`config.mk`:
```
export PLATFORM = sky130hd
export DESIGN_NAME = fpq_front
export DESIGN_NICKNAME = d
export VERILOG_FILES = /design/src/hw/rtl/fpq_pkg.sv /design/src/hw/rtl/fpq_front.sv
export SDC_FILE = /design/constraint.sdc
export NUM_CORES = 2
export LEC_CHECK = 0
export ABC_AREA = 1
export BUFFER_PORTS_ARGS = -buffer_cell sky130_fd_sc_hd__buf_4
export CORE_UTILIZATION = 40
export DETAILED_ROUTE_END_ITERATION = 16
export PLACE_DENSITY = 0.59
export SYNTH_ARGS = -nofsm -noshare
export SYNTH_HDL_FRONTEND = slang
export SYNTH_SLANG_ARGS = --single-unit
```
`constraint.sdc`:
```
create_clock -name vclk -period 13.1
set_input_delay 1.965 -clock vclk [all_inputs]
set_output_delay 1.965 -clock vclk [all_outputs]
set_load 0.02 [all_outputs]
```
`src/hw/rtl/fpq_pkg.sv`:
```
// Shared types, constants and action codes for the Q24.8 fixed-point ALU.
// No dependencies.
package fpq_pkg;

    localparam int FRACTION_BITS = 8;
    localparam int WORD_BITS     = 32;
    localparam int DATA_BITS     = 32;
    localparam int QUOT_BITS     = WORD_BITS + FRACTION_BITS;

    typedef enum logic [3:0] {
        ACT_ADD      = 4'd0,
        ACT_SUB      = 4'd1,
        ACT_MUL      = 4'd2,
        ACT_DIV      = 4'd3,
        ACT_GT       = 4'd4,
        ACT_LT       = 4'd5,
        ACT_GE       = 4'd6,
        ACT_LE       = 4'd7,
        ACT_EQ       = 4'd8,
        ACT_NE       = 4'd9,
        ACT_MIN      = 4'd10,
        ACT_MAX      = 4'd11,
        ACT_INC      = 4'd12,
        ACT_FROM_INT = 4'd13,
        ACT_TO_INT   = 4'd14
    } action_t;

    // One item in flight along the divider chain
    typedef struct packed {
        logic                   valid;
        logic                   is_div;
        logic                   neg;
        logic                   dz;
        logic                   cmp;
        logic [WORD_BITS-1:0]   res;
        logic [WORD_BITS-1:0]   bmag;
        logic [WORD_BITS-1:0]   rem;
        logic [QUOT_BITS-1:0]   dq;
    } item_t;

endpackage

```
`src/hw/rtl/fpq_front.sv`:
```
// Operand decode: computes all non-divide results and sets up the divider.
// Depends on fpq_pkg.
module fpq_front (
    input  logic                        valid,
    input  logic [3:0]                  action,
    input  logic [fpq_pkg::DATA_BITS-1:0] operand_a,
    input  logic [fpq_pkg::DATA_BITS-1:0] operand_b,
    output fpq_pkg::item_t              item
);

    localparam int W = fpq_pkg::WORD_BITS;
    localparam int F = fpq_pkg::FRACTION_BITS;

    logic signed [W-1:0]   a;
    logic signed [W-1:0]   b;
    logic signed [2*W-1:0] prod;
    logic signed [2*W-1:0] prod_sh;
    logic [W-1:0]          amag;

    assign a       = $signed(operand_a[W-1:0]);
    assign b       = $signed(operand_b[W-1:0]);
    assign prod    = a * b;
    assign prod_sh = prod >>> F;
    assign amag    = a[W-1] ? W'(-a) : W'(a);

    // Decode the action and form the result word
    always_comb
    begin
        item        = '0;
        item.valid  = valid;
        item.bmag   = b[W-1] ? W'(-b) : W'(b);
        item.rem    = '0;
        item.dq     = {amag, {F{1'b0}}};
        item.neg    = a[W-1] ^ b[W-1];
        unique case (action)
            fpq_pkg::ACT_ADD:      item.res = W'(a + b);
            fpq_pkg::ACT_SUB:      item.res = W'(a - b);
            fpq_pkg::ACT_MUL:      item.res = prod_sh[W-1:0];
            fpq_pkg::ACT_DIV:
            begin
                item.is_div = 1'b1;
                item.dz     = (b == '0);
            end
            fpq_pkg::ACT_GT:       item.cmp = (a > b);
            fpq_pkg::ACT_LT:       item.cmp = (a < b);
            fpq_pkg::ACT_GE:       item.cmp = (a >= b);
            fpq_pkg::ACT_LE:       item.cmp = (a <= b);
            fpq_pkg::ACT_EQ:       item.cmp = (a == b);
            fpq_pkg::ACT_NE:       item.cmp = (a != b);
            fpq_pkg::ACT_MIN:      item.res = (a < b) ? a : b;
            fpq_pkg::ACT_MAX:      item.res = (a > b) ? a : b;
            fpq_pkg::ACT_INC:      item.res = W'(a + 1);
            fpq_pkg::ACT_FROM_INT: item.res = W'(a <<< F);
            fpq_pkg::ACT_TO_INT:   item.res = W'(a >>> F);
            default:               item.res = '0;
        endcase
    end

endmodule

```
### Word level (Yosys, flattened, before mapping)

Index checks and enable logic that the tools add are counted.

* add/subtract/negate cells: 5
* multipliers: 1
* order comparisons: 4
* equal/unequal tests: 16
* muxes and demuxes: 8
* bitwise logic cells: 1
* reductions and logical operators: 2

Operators by type and width (number)
* 32-bit case mux with 8 select lines: 1
* 32-bit two-way mux: 4
* 32-bit negation: 2
* 32-bit by 32-bit multiplier with 40-bit output: 1
* 32-bit by 2-bit adder with 32-bit output, second input constant: 1
* 32-bit adder: 1
* 32-bit == test: 1
* 32-bit greater-or-equal comparator: 1
* 32-bit greater-than comparator: 1
* 32-bit <= comparator: 1
* 32-bit zero test: 1
* 32-bit < comparator: 1
* 32-bit inequality test: 1
* 32-bit subtractor: 1
* 4-bit == test, second input constant: 7
* 4-bit by 3-bit == test with 1-bit output, second input constant: 4
* 4-bit by 2-bit == test with 1-bit output, second input constant: 2
* 1-bit case mux with 6 select lines: 1
* 4-bit by 1-bit == test with 1-bit output, second input constant: 1
* 4-bit zero test: 1
* 1-bit two-way mux: 2
* 1-bit XOR: 1

* flip-flop bits (word level): 0
* input bits: 69
* output and inout bits: 141
* logic and storage cells: 37

### Longest topological paths before layout

* word-level depth: 3
* depth in mapped cells: 35
* depth with buffers taken out: 33

### Worst setup path before layout

No wires, ideal clock.

* path type: input to output
* start: in operand_a[13] in the netlist's numbering
* end: out item[129] in the netlist's numbering
* arrival: 8.519 ns
* required time: 11.135 ns
* slack: 2.616 ns
* stages on the path: 27
* path buffers: 3
* cell sequence: clkbuf_1 > clkbuf_1 > buf_1 > nand2_1 > inv_1 > fa_1 > fa_1 > fa_1 > inv_1 > fa_1 > inv_1 > fa_1 > inv_1 > fa_1 > inv_1 > fa_1 > fa_1 > ha_1 > a21o_1 > a31oi_1 > o21ai_0 > a21oi_1 > nand2_1 > a21o_1 > or2_2 > nand3_1 > nand3_1

RTL lines
* start, declared: line fpq_front.sv:6 `input logic [fpq_pkg::DATA_BITS-1:0] operand_a,`
* end, declared: line fpq_front.sv:8 `output fpq_pkg::item_t item`

==> qor.csv <==
metric,value,unit
WL/cell,20.1,um
initial drt markers,2444,
DP Wirelength,91700,um
die area,83400,sq um
kind of end point of the critical path,output port,
# port buffers,168,
pin count of the biggest net entering global routing,55,
Period minus WS final,11.22,ns
GR met2 Demand/Resource,47.8,%
first-pass GRT wire length,183000,um
hold buffers post-CTS,0,
worst-path fanout max,28,
Placement Setup Slack,2.05,ns
CTS resizes,0,
RSZ-0062 raised after global routing,false,
GP Congestion,0.995,
Final Setup Violations,0,
CP Data Required Time,11.14,ns
"Seq/Total Area, Yosys",0,%
met3 Use GR,2.76,%
kind of critical path,in -> out,
Synth Area per Inst,6.78,sq um
via count,30300,
Tightest Hold Check Type,in -> out,
Die Width,289,um
share of cells above drive strength 1,4.74,%
DRC Markers,0,
seq_cells,0,
fmax,89.1,MHz
worst-margin pin slew,1.03,ns
Core ar.,80900,sq um
Setup WS post-layout,1.88,ns
Worst Path Arrival,9.25,ns
"Cell Area, Synth",32900,sq um
synth unique cells,51,
setup TNS,0,ns
first-pass iteration count of the detailed router,6,
via density per instance,5.16,
worst-case hold path end point,item[140],
post-route ant nets,0,
status,"complete, no violations",
register area,0,sq um
synth warn,0,
vias in the first global route,30800,
max-slew violations,0,
setup bufs post-CTS,0,
Nets,5766,
Slew headroom,31.2,%
endpoints failing hold,0,
grt ovf,0,
ant diodes,0,
Tcrit/Tclk final,85.6,%
Initial Util,40.7,%
Synth-to-Final Area Change,4.83,%
clk_buf instances,0,
drt total wl,118000,um
initial antenna violation count,0,
M1 GR Usage,39.4,%
max cap viols,0,
GRT Total Usage,28.9,%
Hold Path Cell Cnt,0,
Ports,210,
startpoint types,input port,
hold path start,valid,
row count,104,
Multi-input gate area,26600,sq um
GR peak layer,met2,
fillcell total,8706,
Die Ht,289,um
Cells after Synth,4856,
[cell usage after synthesis (3+ instances only)]
cell type	number	area [sq um]
nor2_1	260	976
nand3_1	150	751
a211oi_1	5	37.5
a31oi_1	17	106
o221ai_1	5	43.8
nand4_1	44	275
a21oi_1	166	831
nor3_2	5	50.1
inv_1	1376	5160
xor2_1	65	569
inv_2	5	18.8
o211ai_1	34	255
ha_1	239	2990
fa_1	644	12900
o211ai_2	3	37.5
nor3_1	30	150
o21bai_1	13	97.6
xnor2_1	16	140
o21ai_1	11	55.1
nand3_2	3	30.0
o21ai_0	142	711
nand2_2	8	50.1
buf_2	7	35.0
o2111ai_1	3	26.3
or2_2	9	56.3
buf_1	44	165
a21boi_0	4	30.0
buf_4	46	345
clkbuf_1	157	589
nor2_2	5	31.3
a21o_1	21	158
nor4_1	13	81.3
nand2_1	1254	4710
nand3b_1	12	90.1
o22ai_1	10	62.6
buf_6	6	67.6
o21a_1	7	52.6
[area by class of cell]
class	instances	share of cell area [%]
multi-input combinational	3252	77.2
inverter	1381	15.0
timing repair buffer	179	3.90
tap	1060	3.84
[per-layer routing]
metal | part of all wire, % | vias to the layer above
li1 | - | 13900
met1 | 42 | 14900
met2 | 46 | 1214
met3 | 6.9 | 228
met4 | 4.5 | 0
met5 | 0 | -
[how the worst max path moves through the flow]
stage	start	to	slack [ns]	depth (start not counted)
6_report	operand_b[31]	item[131]	1.88	26
3_3_place_gp	operand_a[12]	item[122]	2.02	25
4_1_cts	operand_b[31]	item[131]	2.04	26
5_1_grt	operand_b[31]	item[131]	1.55	26
2_1_floorplan	operand_a[13]	item[129]	2.62	27
3_5_place_dp	operand_b[31]	item[135]	2.05	24
[placed cells by master (no fill, tap or decap), drive strengths merged, types with 16 or more instances in the layout]
master,instances
nand3,153
xnor2,16
a31oi,17
ha,239
a21o,21
nand4,44
fa,644
a21oi,168
o21ai,155
buf,179
xor2,65
conb,40
nor2,265
inv,1381
o211ai,37
nor3,35
nand2,1264
[per-stage QoR]
step | util, % | hold WS [ns] | std cells | area (sq um)
final | 42.6 | 3.93 | 5872 | 34500
after global routing | 42.6 | 3.93 | 5872 | 34500
after CTS | 42.6 | 3.93 | 5872 | 34500
after detailed placement | 42.6 | 3.93 | 5872 | 34500
after global placement | 42.6 | 3.93 | 5872 | 34500
after floorplan | - | 4.02 | 4895 | 33100
[cells by family (layout without fill, tap and decap cells)]
logic type / count (synthesis) / count (layout) / synth area share (%)
buffers and inverters: 1643 / 1560 / 19.5
other: 1 / 40 / 0.0114
and+or+nand+nor: 1798 / 1798 / 22.2
adders and majority gates: 883 / 883 / 48.3
AOI/OAI and AO/OA: 450 / 450 / 7.85
xor gates and xnor gates: 81 / 81 / 2.16
[critical path, stage by stage]
cell and delay [ns]:
buf_4 0.25, inv_1 0.81, nor2_1 0.12, fa_1 0.52
inv_1 0.05, fa_1 0.48, inv_1 0.05, fa_1 0.50
fa_1 0.43, fa_1 0.53, fa_1 0.44, fa_1 0.52
fa_1 0.43, ha_1 0.45, nand2_1 0.13, nor2_1 0.18
inv_1 0.11, nor4_1 0.28, nand2_1 0.13, nand2_1 0.08
nand2_1 0.05, nand3_1 0.20, nand2_1 0.08, nor2_1 0.16
nand2_1 0.13, buf_4 0.18
Power is not shown: default switching activity piles up to over one toggle a cycle in this logic, so the estimate is an artifact.
