--- src/hw/rtl/fpq_pkg.sv ---
// Shared types, constants and action codes for the Q24.8 fixed-point ALU.
// No dependencies.
package fpq_pkg;

    localparam int FRACTION_BITS = 8;
    localparam int WORD_BITS     = 32;
    localparam int DATA_BITS     = 32;
    localparam int QUOT_BITS     = WORD_BITS + FRACTION_BITS;

    typedef enum logic [3:0] {
        ACT_ADD      = 4'd0,
        ACT_SUB      = 4'd1,
        ACT_MUL      = 4'd2,
        ACT_DIV      = 4'd3,
        ACT_GT       = 4'd4,
        ACT_LT       = 4'd5,
        ACT_GE       = 4'd6,
        ACT_LE       = 4'd7,
        ACT_EQ       = 4'd8,
        ACT_NE       = 4'd9,
        ACT_MIN      = 4'd10,
        ACT_MAX      = 4'd11,
        ACT_INC      = 4'd12,
        ACT_FROM_INT = 4'd13,
        ACT_TO_INT   = 4'd14
    } action_t;

    // One item in flight along the divider chain
    typedef struct packed {
        logic                   valid;
        logic                   is_div;
        logic                   neg;
        logic                   dz;
        logic                   cmp;
        logic [WORD_BITS-1:0]   res;
        logic [WORD_BITS-1:0]   bmag;
        logic [WORD_BITS-1:0]   rem;
        logic [QUOT_BITS-1:0]   dq;
    } item_t;

endpackage

--- src/hw/rtl/fpq_cell.sv ---
// One restoring-division cell: settles one quotient bit and registers the item.
// Depends on fpq_pkg.
module fpq_cell (
    input  logic           clk,
    input  logic           rst_n,
    input  logic           advance,
    input  fpq_pkg::item_t item_in,
    output fpq_pkg::item_t item_out
);

    localparam int W = fpq_pkg::WORD_BITS;
    localparam int Q = fpq_pkg::QUOT_BITS;

    fpq_pkg::item_t item_reg;
    fpq_pkg::item_t item_next;
    logic [W-1:0]   trial;
    logic           ge;

    // Shift in the next dividend bit and subtract when it fits
    always_comb
    begin
        trial     = {item_in.rem[W-2:0], item_in.dq[Q-1]};
        ge        = (trial >= item_in.bmag);
        item_next = item_in;
        item_next.rem = ge ? W'(trial - item_in.bmag) : trial;
        item_next.dq  = {item_in.dq[Q-2:0], ge};
    end

    // Clear the item under reset; advance the whole item together
    always_ff @(posedge clk or negedge rst_n)
    begin
        if (!rst_n)
        begin
            item_reg <= '0;
        end
        else if (advance)
        begin
            item_reg <= item_next;
        end
    end

    assign item_out = item_reg;

endmodule

--- config.mk ---
export PLATFORM = sky130hd
export DESIGN_NAME = fpq_cell
export DESIGN_NICKNAME = d
export VERILOG_FILES = /design/src/hw/rtl/fpq_pkg.sv /design/src/hw/rtl/fpq_cell.sv
export SDC_FILE = /design/constraint.sdc
export NUM_CORES = 1
export LEC_CHECK = 0
export ABC_AREA = 0
export BUFFER_PORTS_ARGS = -buffer_cell sky130_fd_sc_hd__buf_2
export CAP_MARGIN = 10
export CORE_MARGIN = 3
export CORE_UTILIZATION = 53
export CTS_CLUSTER_SIZE = 10
export DETAILED_ROUTE_END_ITERATION = 6
export HOLD_SLACK_MARGIN = 0.03
export PLACE_DENSITY = 0.86
export SLEW_MARGIN = 30
export SYNTH_ARGS = -nofsm -noshare
export SYNTH_HDL_FRONTEND = slang
export SYNTH_SLANG_ARGS = --single-unit
--- constraint.sdc ---
create_clock -name clk -period 2.2 [get_ports clk]
set_clock_uncertainty 0.05 [all_clocks]
set_input_delay 0 -clock clk [delete_from_list [all_inputs] [get_ports clk]]
set_output_delay 0 -clock clk [all_outputs]
set_load 0.005 [all_outputs]
; Word level (Yosys, flattened, before mapping)
; Cells that the tools add are included.
; Widths: inputs -> output; s select.
[op_classes]
addsub = 1
mul = 0
div_mod_pow = 0
n_lt_le_gt_ge = 1
eq_ne = 0
shift = 0
n_mux = 1
bitwise = 0
reduce_logical = 0
[op_table]
columns = op, n
row1 = $ge 32x32->1, 1
row2 = $mux 32, 1
row3 = $sub 32x32->32, 1
[totals]
register_bits = 141
latchBits = 0
ramBits = 0
mem_bits_ro = 0
input_bits = 144
out_inout_bits = 141
mem_count = 0

; Longest topological paths before layout
; Gate-level depths: netlist of run 1.
[depth]
word_depth = 2
mapped_depth = 15
depth_no_buf = 12

; Worst setup path after synthesis of run 1
; OpenSTA, ideal clock, no wires.
[synth_path]
path_kind = input to register
start = in item_in[97] (netlist name)
end = reg item_reg, in the netlist item_out[69]
setup_time_ns = 0.137
t_arrival_ns = 2.255
slack_ns = -0.241
path_stages = 14
path_buffers = 3
cell_sequence = inv_1 > ha_1 > a21o_1 > a21o_1 > a21o_1 > a211oi_2 > o21ai_1 > or3_1 > buf_2 > and2_4 > buf_6 > buf_6 > a41oi_1 > a21oi_1
[synth_between]
elab_chain_len = 2
[synth_rtl]
columns = item, line_no
row1 = from (decl), fpq_cell.sv:7  ; input fpq_pkg::item_t item_in,
row2 = $sub 32x32->32 or $ge 32x32->1 (tied branches), "fpq_cell.sv:25, fpq_cell.sv:23"
row3 = $mux 32 (*), fpq_cell.sv:25  ; item_next.rem = ge ? W'(trial - item_in.bmag) : trial;
row4 = to (signal assigned), fpq_cell.sv:38  ; item_reg <= item_next;
row5 = to (decl), fpq_cell.sv:14  ; fpq_pkg::item_t item_reg;
; Mark *: on every way between the ends. The rest lies on a longest branch, timed or not.
; A chain may end at the register's enable or synchronous reset.

; Worst setup path after layout of run 1
[layout_path]
start = in advance
end = reg item_reg, in the netlist item_out[72]
[layout_rtl]
columns = item, line_no
row1 = from (decl), fpq_cell.sv:6  ; input logic advance,
; No word-level cell between the ends.

==> flow_metrics.tcl, run 1 <==
set metrics [dict create \
    place_hpwl_mm 15.8 \
    firstDrtPassIters 5 \
    power_density_nw_per_um2 709 \
    relSlewSlack_pct 39.5 \
    crit_path_max_fanout 165 \
    hold_violations 0 \
    yosys-top-cells-area "dfrtp_1 48%, mux2_2 17%, ha_1 5.5%" \
    yosys.area.top_type "dfrtp_1" \
    vias_per_cell 5.62 \
    status "finished, final reports clean" \
    critical-path-max-stage-delay_ns 0.56 \
    nNetsFinal 1346 \
    p_seq_share_pct 37.5 \
    die_w_um 123 \
    tritoncts "yes" \
    timing.rr.end "item_out[72]" \
    synth_top_area_share_pct 48.3 \
    drc 0 \
    clkPwrFrac_pct 35.3 \
    grt_pass1_vias 8049 \
    critical_path_required_ns 2.46 \
    fin_crit_ns 2.16 \
    initialDrtViolationCount 699 \
    final_cell_area_um2 11600 \
    layout.cells.non_filler 1360 \
    worstRegToRegCells 2 \
    synth_edf_count 0 \
    track_usage_pct 36.2 \
    p_sw_share_pct 30.9 \
    period_share_pct 98.1 \
    wl_per_cell_um 20.5 \
    slew_viol_final 0 \
    die-area_um2 15200 \
    fin_tns_setup_ns 0 \
    wl_mm 27.8 \
    io_pins 285 \
    start_kind "input port" \
    p_int_mw 5.71 \
    yosysSeqAreaShare_pct 48.3 \
    crit_top_cell "dlygate4sd3_1" \
    crit_chain "dlygate4sd3_1 > buf_6 > buf_12 > mux2_2 > dlygate4sd3_1" \
    async_flop_share_pct 100 \
    clockBufferDepth 2 \
    gp_congestion 0.924 \
    pwr-share-comb_pct 27.2 \
    postRouteAntennaNets 0 \
    grt_max_degree 166 \
    start_util_pct 54.7 \
    synth_fp_nets 849 \
    clock_latency_ns 0.42 \
    yosysWarnings 0 \
    clock_sinks 141 \
    critPathTopFamily "buffers and inverters" \
    synth_cells 672 \
    core_region_area_um2 13300 \
    rows 42 \
    cts-root-buf "clkbuf_16" \
    ir_drop_uv 617 \
    cap_violations 0 \
    ys.flop_type "dfrtp_1" \
    worst-setup-path-type "in2reg" \
    gr-total-overflow 0 \
    largest_reg_flops 141 \
    worstSetupEndpointType "flip-flop" \
    cts_buffers 17 \
    tightest_slew_ns 0.908 \
    grt_pass1_wl_mm 42.0 \
    drive_gt1_share_pct 45.7 \
    yosys.cell_types.count 52 \
    syn_area_um2 7300 \
    worstPathArrival_ns 2.42 \
    cp_num_buf_inv 4 \
    post_dp_cell_area_um2 9560 \
    max_freq_ghz 0.463 \
    area_growth_syn_to_layout_pct 59.5 \
    cp_slowest_cell "dlygate4sd3_1" \
    antenna_found_initial 2 \
    worst-r2r-setup-slack_ns 0.83 \
    numPortBuffers 283 \
    synth-seq-cells 141 \
    whs_ns 0.0307 \
    reg2reg_from "item_out[72]" \
    hold_class "in2async" \
    p_switching_mw 2.55 \
    nFillCells 655 \
    htree_num_levels 4 \
    clkTransAtPathRegs_ns 0.06 \
    setup_viol 0 \
    vias 7647 \
    leakagePower_nw 5.71 \
    dieHeight_um 123 \
    p_total_mw 8.26 \
    post-place-cells 1180 \
    synth_area_per_cell_um2 10.9 \
]
[per-stage QoR]
stage / util, % / setup WS [ns]
2_1_floorplan: - / -0.0494
3_3_place_gp: 71.6 / -0.320
3_5_place_dp: 71.6 / -0.361
4_1_cts: 86.8 / 0.0150
5_1_grt: 87.2 / -0.0319
6_report: 87.2 / 0.0414
[synthesized netlist by cell type, types with 3 or more instances]
cell,n
dfrtp_1,141
mux2_2,109
nand2_1,64
nor2_1,41
inv_1,38
a21oi_1,33
ha_1,32
a31oi_1,29
a21o_1,21
clkbuf_1,21
o21ai_0,15
nand3_1,12
xnor2_1,12
xor2_1,10
o21ai_1,9
nor3_1,7
o21a_1,7
and3_1,6
nand4_1,6
buf_6,5
nor2b_1,5
buf_2,4
nand2b_1,4
o21bai_1,3
or2_2,3
[routing by layer]
layer,track usage [%],vias up,wire length [µm],part of all wire (%)
met3,8.23,127,1900,6.8
met4,17.9,0,1430,5.1
met2,65.4,435,14600,53
met5,0,-,0,0
li1,-,3382,-,-
met1,39.9,3703,9860,35
[power groups by stage]
stage	sequential, mW	clock (mW)	combinational, mW
after floorplan	3.12	0	0.959
after CTS	3.07	2.85	2.12
final	3.10	2.91	2.25
after detailed placement	3.11	0	1.89
after global routing	3.12	3.02	2.42
after global placement	3.08	0	1.84
[cells by family (layout without fill, tap and decap cells)]
family | count (synthesis) | count (layout) | synth area share (%)
other | 0 | 2 | 0
DFF | 141 | 141 | 48.3
AOI/OAI and AO/OA | 142 | 142 | 12.7
buffers and inverters | 70 | 580 | 4.23
adders and majority gates | 33 | 33 | 5.76
muxes | 110 | 110 | 17.0
and+or+nand+nor | 154 | 154 | 9.36
xor gates and xnor gates | 22 | 22 | 2.64
[how the worst max path moves through the flow]
| stage | end | start | cells after the start |
|---|---|---|---|
| after floorplan | item_out[71] | item_in[89] | 14 |
| after global placement | item_out[62] | item_in[39] | 13 |
| after detailed placement | item_out[71] | item_in[73] | 12 |
| after CTS | item_out[50] | item_in[100] | 11 |
| after global routing | item_out[71] | item_in[100] | 11 |
| final | item_out[72] | advance | 5 |
[layout make-up]
class                           count  area [µm²]  area share [%]
Tap cell                          176         220            1.89
Clock buffer                       19         453            3.89
Clock inverter                     13         129            1.11
Multi-Input combinational cell    461        3610            31.0
Sequential cell                   141        3530            30.3
Timing Repair Buffer              509        3540            30.4
Inverter                           39         159            1.36
Antenna cell                        2        5.00          0.0430
[cell usage in the layout (no fill, tap or decap), types with 5 or more instances in the layout]
cell	netlist	final
buf_2	4	281
dlygate4sd3_1	0	144
dfrtp_1	141	141
mux2_2	109	109
buf_4	1	77
nand2_1	64	63
nor2_1	41	41
inv_1	38	34
a21oi_1	33	29
a31oi_1	29	28
ha_1	32	22
a21o_1	21	21
clkbuf_16	0	17
o21ai_0	15	13
nand3_1	12	12
xnor2_1	12	12
xor2_1	10	10
o21ai_1	9	9
nor3_1	7	7
o21a_1	7	7
ha_4	0	7
and3_1	6	6
nand4_1	6	6
nor2b_1	5	5
inv_6	0	5
[repair_timing]
item                                   4_1_cts  5_1_grt
setup endpoints to repair                    0       32
setup buffers                                0        2
resized for setup                            0       10
hold buffers                               144        0
endpoints found under the hold margin      281        0
(Power assumes the default switching activity.)
==> run 2: changes to the inputs <==
Settings changed: PLACE_DENSITY 0.86 to 0.95.
==> run 2 against run 1 <==
The run now ends with setup timing left. First-iteration DRC count down 5.0%. Count of clock-buffer cells in the layout up 1. Sequential cell count unchanged. Sequential power about the same. Fmax down 3.3%. Via count up 2.9%. Global-route usage up 2.1 points. Core utilization up 1.7 points. Worst setup slack worse by 0.074 ns. Non-clock buffer count up 17. Largest cell class is now non-clock buffers.
==> flow_metrics.tcl, run 2 (synthesis gave the netlist of run 1 again) <==
set metrics [dict create \
    place_hpwl_mm 16.6 \
    grt_pass1_wl_mm 44.0 \
    cts-root-buf "clkbuf_16" \
    dieHeight_um 123 \
    clock_sinks 141 \
    largest_reg_flops 141 \
    tritoncts "yes" \
    max_freq_ghz 0.448 \
    vias 7869 \
    setup_viol 3 \
    nNetsFinal 1363 \
    hold_class "in2reg" \
    drc 0 \
    area_growth_syn_to_layout_pct 62.7 \
    final_cell_area_um2 11900 \
    period_share_pct 101 \
    clkTransAtPathRegs_ns 0.06 \
    p_total_mw 8.40 \
    reg2reg_from "item_out[134]" \
    worst-setup-path-type "in2reg" \
    wl_per_cell_um 21.8 \
    drive_gt1_share_pct 46.5 \
    rows 42 \
    ir_drop_uv 663 \
    worstPathArrival_ns 2.50 \
    initialDrtViolationCount 664 \
    power_density_nw_per_um2 707 \
    core_region_area_um2 13300 \
    min_from "item_in[68]" \
    tightest_slew_ns 0.604 \
    gp_congestion 0.954 \
    final_common_cell "buf_2" \
    setup_slack_ns -0.0326 \
    cap_violations 0 \
    cts_buffers 17 \
    relSlewSlack_pct 59.7 \
    vias_per_cell 5.71 \
    hold_depth 4 \
    track_usage_pct 38.3 \
    post_dp_cell_area_um2 9620 \
    clock_latency_ns 0.42 \
    leakagePower_nw 5.81 \
    clockBufferDepth 2 \
    die-area_um2 15200 \
    wl_mm 30.1 \
    firstDrtPassIters 5 \
    critical_path_required_ns 2.46 \
    hold_violations 0 \
    grt_max_degree 70 \
    postRouteAntennaNets 0 \
    worstRegToRegCells 2 \
    hold_end "item_out[69]" \
    gr-total-overflow 0 \
    worst-r2r-setup-slack_ns 0.77 \
    grt_pass1_vias 8270 \
    io_pins 285 \
    numPortBuffers 283 \
    timing.rr.end "item_out[134]" \
    die_w_um 123 \
    slew_viol_final 0 \
    start_kind "input port" \
    antenna_found_initial 3 \
    violations "setup timing" \
    start_util_pct 54.7 \
    crit_path_max_fanout 6 \
    fin_crit_ns 2.23 \
    fin_tns_setup_ns -0.0787 \
    worstSetupEndpointType "flip-flop" \
    htree_num_levels 4 \
    layout_common_cells "281 x buf_2, 148 x dlygate4sd3_1, 141 x dfrtp_1, 109 x mux2_2, 88 x buf_4" \
    status "finished with violations" \
]
==> run 2: changes by cell type in the layout (fill, tap and decap cells not counted), sizes merged <==
cell         before  now
dlygate4sd3     144  148
diode             2    4
buf             365  378
clkbuf           19   20
clkinvlp          1    2
bufinv            1    2
inv              44   41
==> run 2: area by class of cell <==
type	instances	area, µm²
multi-input cells	461	3680
well taps	176	220
repair buffers	526	3700
diodes	4	10.0
clock buffers	20	447
inverters	39	159
fillers	565	1470
clock inverters	12	138
flip-flops and latches	141	3530
==> run 2: worst max-delay path: stages <==
cell           delay [ns]
dlygate4sd3_1        0.54
buf_2                0.14
inv_1                0.11
ha_4                 0.24
a21oi_1              0.21
o21ai_2              0.11
buf_4                0.15
or3_4                0.35
nand2_2              0.16
buf_4                0.17
nand2_1              0.07
a31oi_1              0.25
==> run 2: per-layer routing <==
layer  vias to the layer above  global-route usage (%)  share of wire (%)
met5                         -                       0                  0
li1                       3419                       -                  -
met1                      3761                    40.8                 34
met3                       160                    9.47                7.6
met4                         0                    23.0                6.0
met2                       529                    68.1                 53
==> run 2: worst max path at each step <==
stage / startpoint / end / slack [ns] / cells past startpoint
floorplan: item_in[89] / item_out[71] / -0.05 / 14
global placement: item_in[73] / item_out[71] / -0.28 / 12
detailed placement: item_in[72] / item_out[70] / -0.36 / 13
CTS: item_in[70] / item_out[46] / 0.01 / 10
global route: item_in[79] / item_out[70] / -0.11 / 12
finish: item_in[103] / item_out[59] / -0.03 / 12
==> run 2: repair_timing <==
| action | in CTS | in global routing |
|---|---|---|
| setup buffers | 0 | 9 |
| hold endpoints to repair | 259 | 0 |
| hold buffers | 148 | 0 |
| gates resized for setup | 0 | 25 |
| setup endpoints to repair | 0 | 33 |
==> run 2: where the power goes <==
part | switching, mW | leakage [nW] | internal, mW | total (mW)
sequential | 0.209 | 1.64 | 2.90 | 3.11
combinational | 1.15 | 3.88 | 1.23 | 2.38
clock | 1.20 | 0.281 | 1.71 | 2.91
==> run 2: through the flow <==
stage | hold slack, ns | worst slack, ns | util (%) | cells
2_1_floorplan | -0.346 | -0.0494 | - | 672
3_3_place_gp | -0.0381 | -0.280 | 72.1 | 1186
3_5_place_dp | -0.0301 | -0.362 | 72.1 | 1186
4_1_cts | 0.0380 | 0.0135 | 87.5 | 1366
5_1_grt | 0.0928 | -0.106 | 88.9 | 1378
6_report | 0.0637 | -0.0326 | 89.0 | 1379
==> run 3: changes to the inputs <==
Settings changed: CORE_MARGIN 3 to 2, CTS_CLUSTER_DIAMETER set to 30, PLACE_DENSITY 0.95 to 0.86.
==> run 3 against run 2 <==
The flow now finishes without violations. Via count shrank 4.6%. Core utilization shrank 1.1 points. Hold slack lost 0.023 ns. Combinational power fell by 6%. Sequential share of layout area rose by 0.39 points. Total power fell by 0.12%. Cell area down 1.3%. Count of clock-buffer cells in the layout is 1 lower. Worst setup slack better by 0.036 ns. Die area shrank 3.2%. First-iteration DRC count shrank 33%. Cell count decreased by 0.94%.
==> flow_metrics.tcl, run 3 (synthesis gave the netlist of run 1 again) <==
set metrics [dict create \
    wl_mm 26.7 \
    track_usage_pct 36.6 \
    relSlewSlack_pct 60.7 \
    drc 0 \
    tritoncts "yes" \
    p_total_mw 8.39 \
    critical_path_required_ns 2.48 \
    antenna_found_initial 2 \
    vias 7507 \
    setup_slack_ns 0.00331 \
    area_growth_syn_to_layout_pct 60.6 \
    tightest_slew_ns 0.583 \
    hold_violations 0 \
    firstDrtPassIters 6 \
    htree_num_levels 4 \
    cp-startpoint "item_in[39]" \
    cts-root-buf "clkbuf_16" \
    postRouteAntennaNets 0 \
    clock_sinks 141 \
    status "finished, final reports clean" \
    worst-setup-path-type "in2reg" \
    hold_class "in2async" \
    nFillCells 633 \
    die_w_um 121 \
    max_freq_ghz 0.455 \
    setup_viol 0 \
    fin_tns_setup_ns 0 \
    dieHeight_um 121 \
    place_hpwl_mm 15.8 \
    core_region_area_um2 13300 \
    leakagePower_nw 5.76 \
    gr-total-overflow 0 \
    cts_buffers 17 \
    clockBufferDepth 2 \
    start_util_pct 54.7 \
    largest_reg_flops 141 \
    initialDrtViolationCount 445 \
    die-area_um2 14700 \
    ir_drop_uv 554 \
    clock_latency_ns 0.43 \
    numPortBuffers 283 \
    final_common_cell "buf_2" \
    gp_congestion 0.888 \
    worstSetupEndpointType "flip-flop" \
    clkTransAtPathRegs_ns 0.07 \
    reg2reg_from "item_out[108]" \
    layout_common_cells "281 x buf_2, 141 x dlygate4sd3_1, 141 x dfrtp_1, 109 x mux2_2, 84 x buf_4" \
    grt_pass1_vias 8078 \
    period_share_pct 99.8 \
    drive_gt1_share_pct 46.0 \
    post_dp_cell_area_um2 9640 \
    final_cell_area_um2 11700 \
    rows 42 \
    io_pins 285 \
    grt_max_degree 70 \
    slew_viol_final 0 \
    power_density_nw_per_um2 716 \
    start_kind "input port" \
    fin_crit_ns 2.20 \
    cap_violations 0 \
    pre_cts_slack_ns -0.369 \
    vias_per_cell 5.50 \
    grt_pass1_wl_mm 41.3 \
    worstPathArrival_ns 2.48 \
    crit_path_max_fanout 18 \
    nNetsFinal 1351 \
    wl_per_cell_um 19.6 \
]
[run 3: changes by cell type in the layout (fill, tap and decap cells not counted), sizes merged]
cell         change
dlygate4sd3      -7
bufinv           +1
inv              +2
clkinvlp         -1
clkbuf           -1
diode            -1
clkinv           -1
buf              -5
[run 3: final timing paths]
kind | slack [ns] | cells after the start | to
min in group clk | 0.04 | 4 | item_out[69]
max reg2reg | 1.27 | 1 | item_out[108]
min reg2reg | 0.44 | 2 | item_out[61]
max in group asynchronous | 1.36 | 3 | item_out[66]
min | 0.04 | 2 | item_out[36]
max | 0.003 | 14 | item_out[59]
[run 3: layout make-up]
class,count,area [µm²],area share (%)
Multi-Input combinational cell,461,3610,30.8
Sequential cell,141,3530,30.1
Antenna cell,3,7.51,0.0640
Tap cell,176,220,1.88
Timing Repair Buffer,514,3580,30.6
Clock buffer,19,443,3.78
Inverter,39,159,1.36
Clock inverter,13,176,1.50
[run 3: critical path, stage by stage]
cell	delay, ns
buf_2	0.11
inv_2	0.04
ha_2	0.18
fa_2	0.40
nor2b_2	0.19
o21ai_2	0.10
a21oi_1	0.26
o21ai_1	0.15
a21oi_2	0.19
or3_4	0.16
and2_4	0.19
buf_12	0.16
nand4_1	0.12
a31oi_1	0.23
[run 3: routing by layer]
metal	global-route usage (%)	vias to the layer above	part of all wire, %
li1	-	3397	-
met1	40.2	3633	36
met2	65.0	379	52
met3	8.65	98	6.6
met4	20.0	0	5.1
met5	0	-	0
[run 3: timing repair]
action	4_1_cts	5_1_grt
hold endpoints to repair	281	0
setup buffers	0	1
setup endpoints to repair	0	33
resized for setup	0	10
hold buffers	141	0
[run 3: power breakdown]
group          internal (mW)  total, mW  switching, mW
registers               2.90       3.10          0.200
clock network           1.84       3.06           1.22
logic                   1.18       2.23           1.05
total                   5.92       8.39           2.47
[run 3: through the flow]
| stage | cells | util (%) | hold slack, ns |
|---|---|---|---|
| after floorplan | 672 | - | -0.346 |
| after global placement | 1189 | 72.2 | -0.0694 |
| after detailed placement | 1189 | 72.2 | -0.0705 |
| after CTS | 1362 | 87.4 | 0.0323 |
| after global routing | 1364 | 87.8 | 0.0695 |
| final | 1366 | 87.8 | 0.0403 |
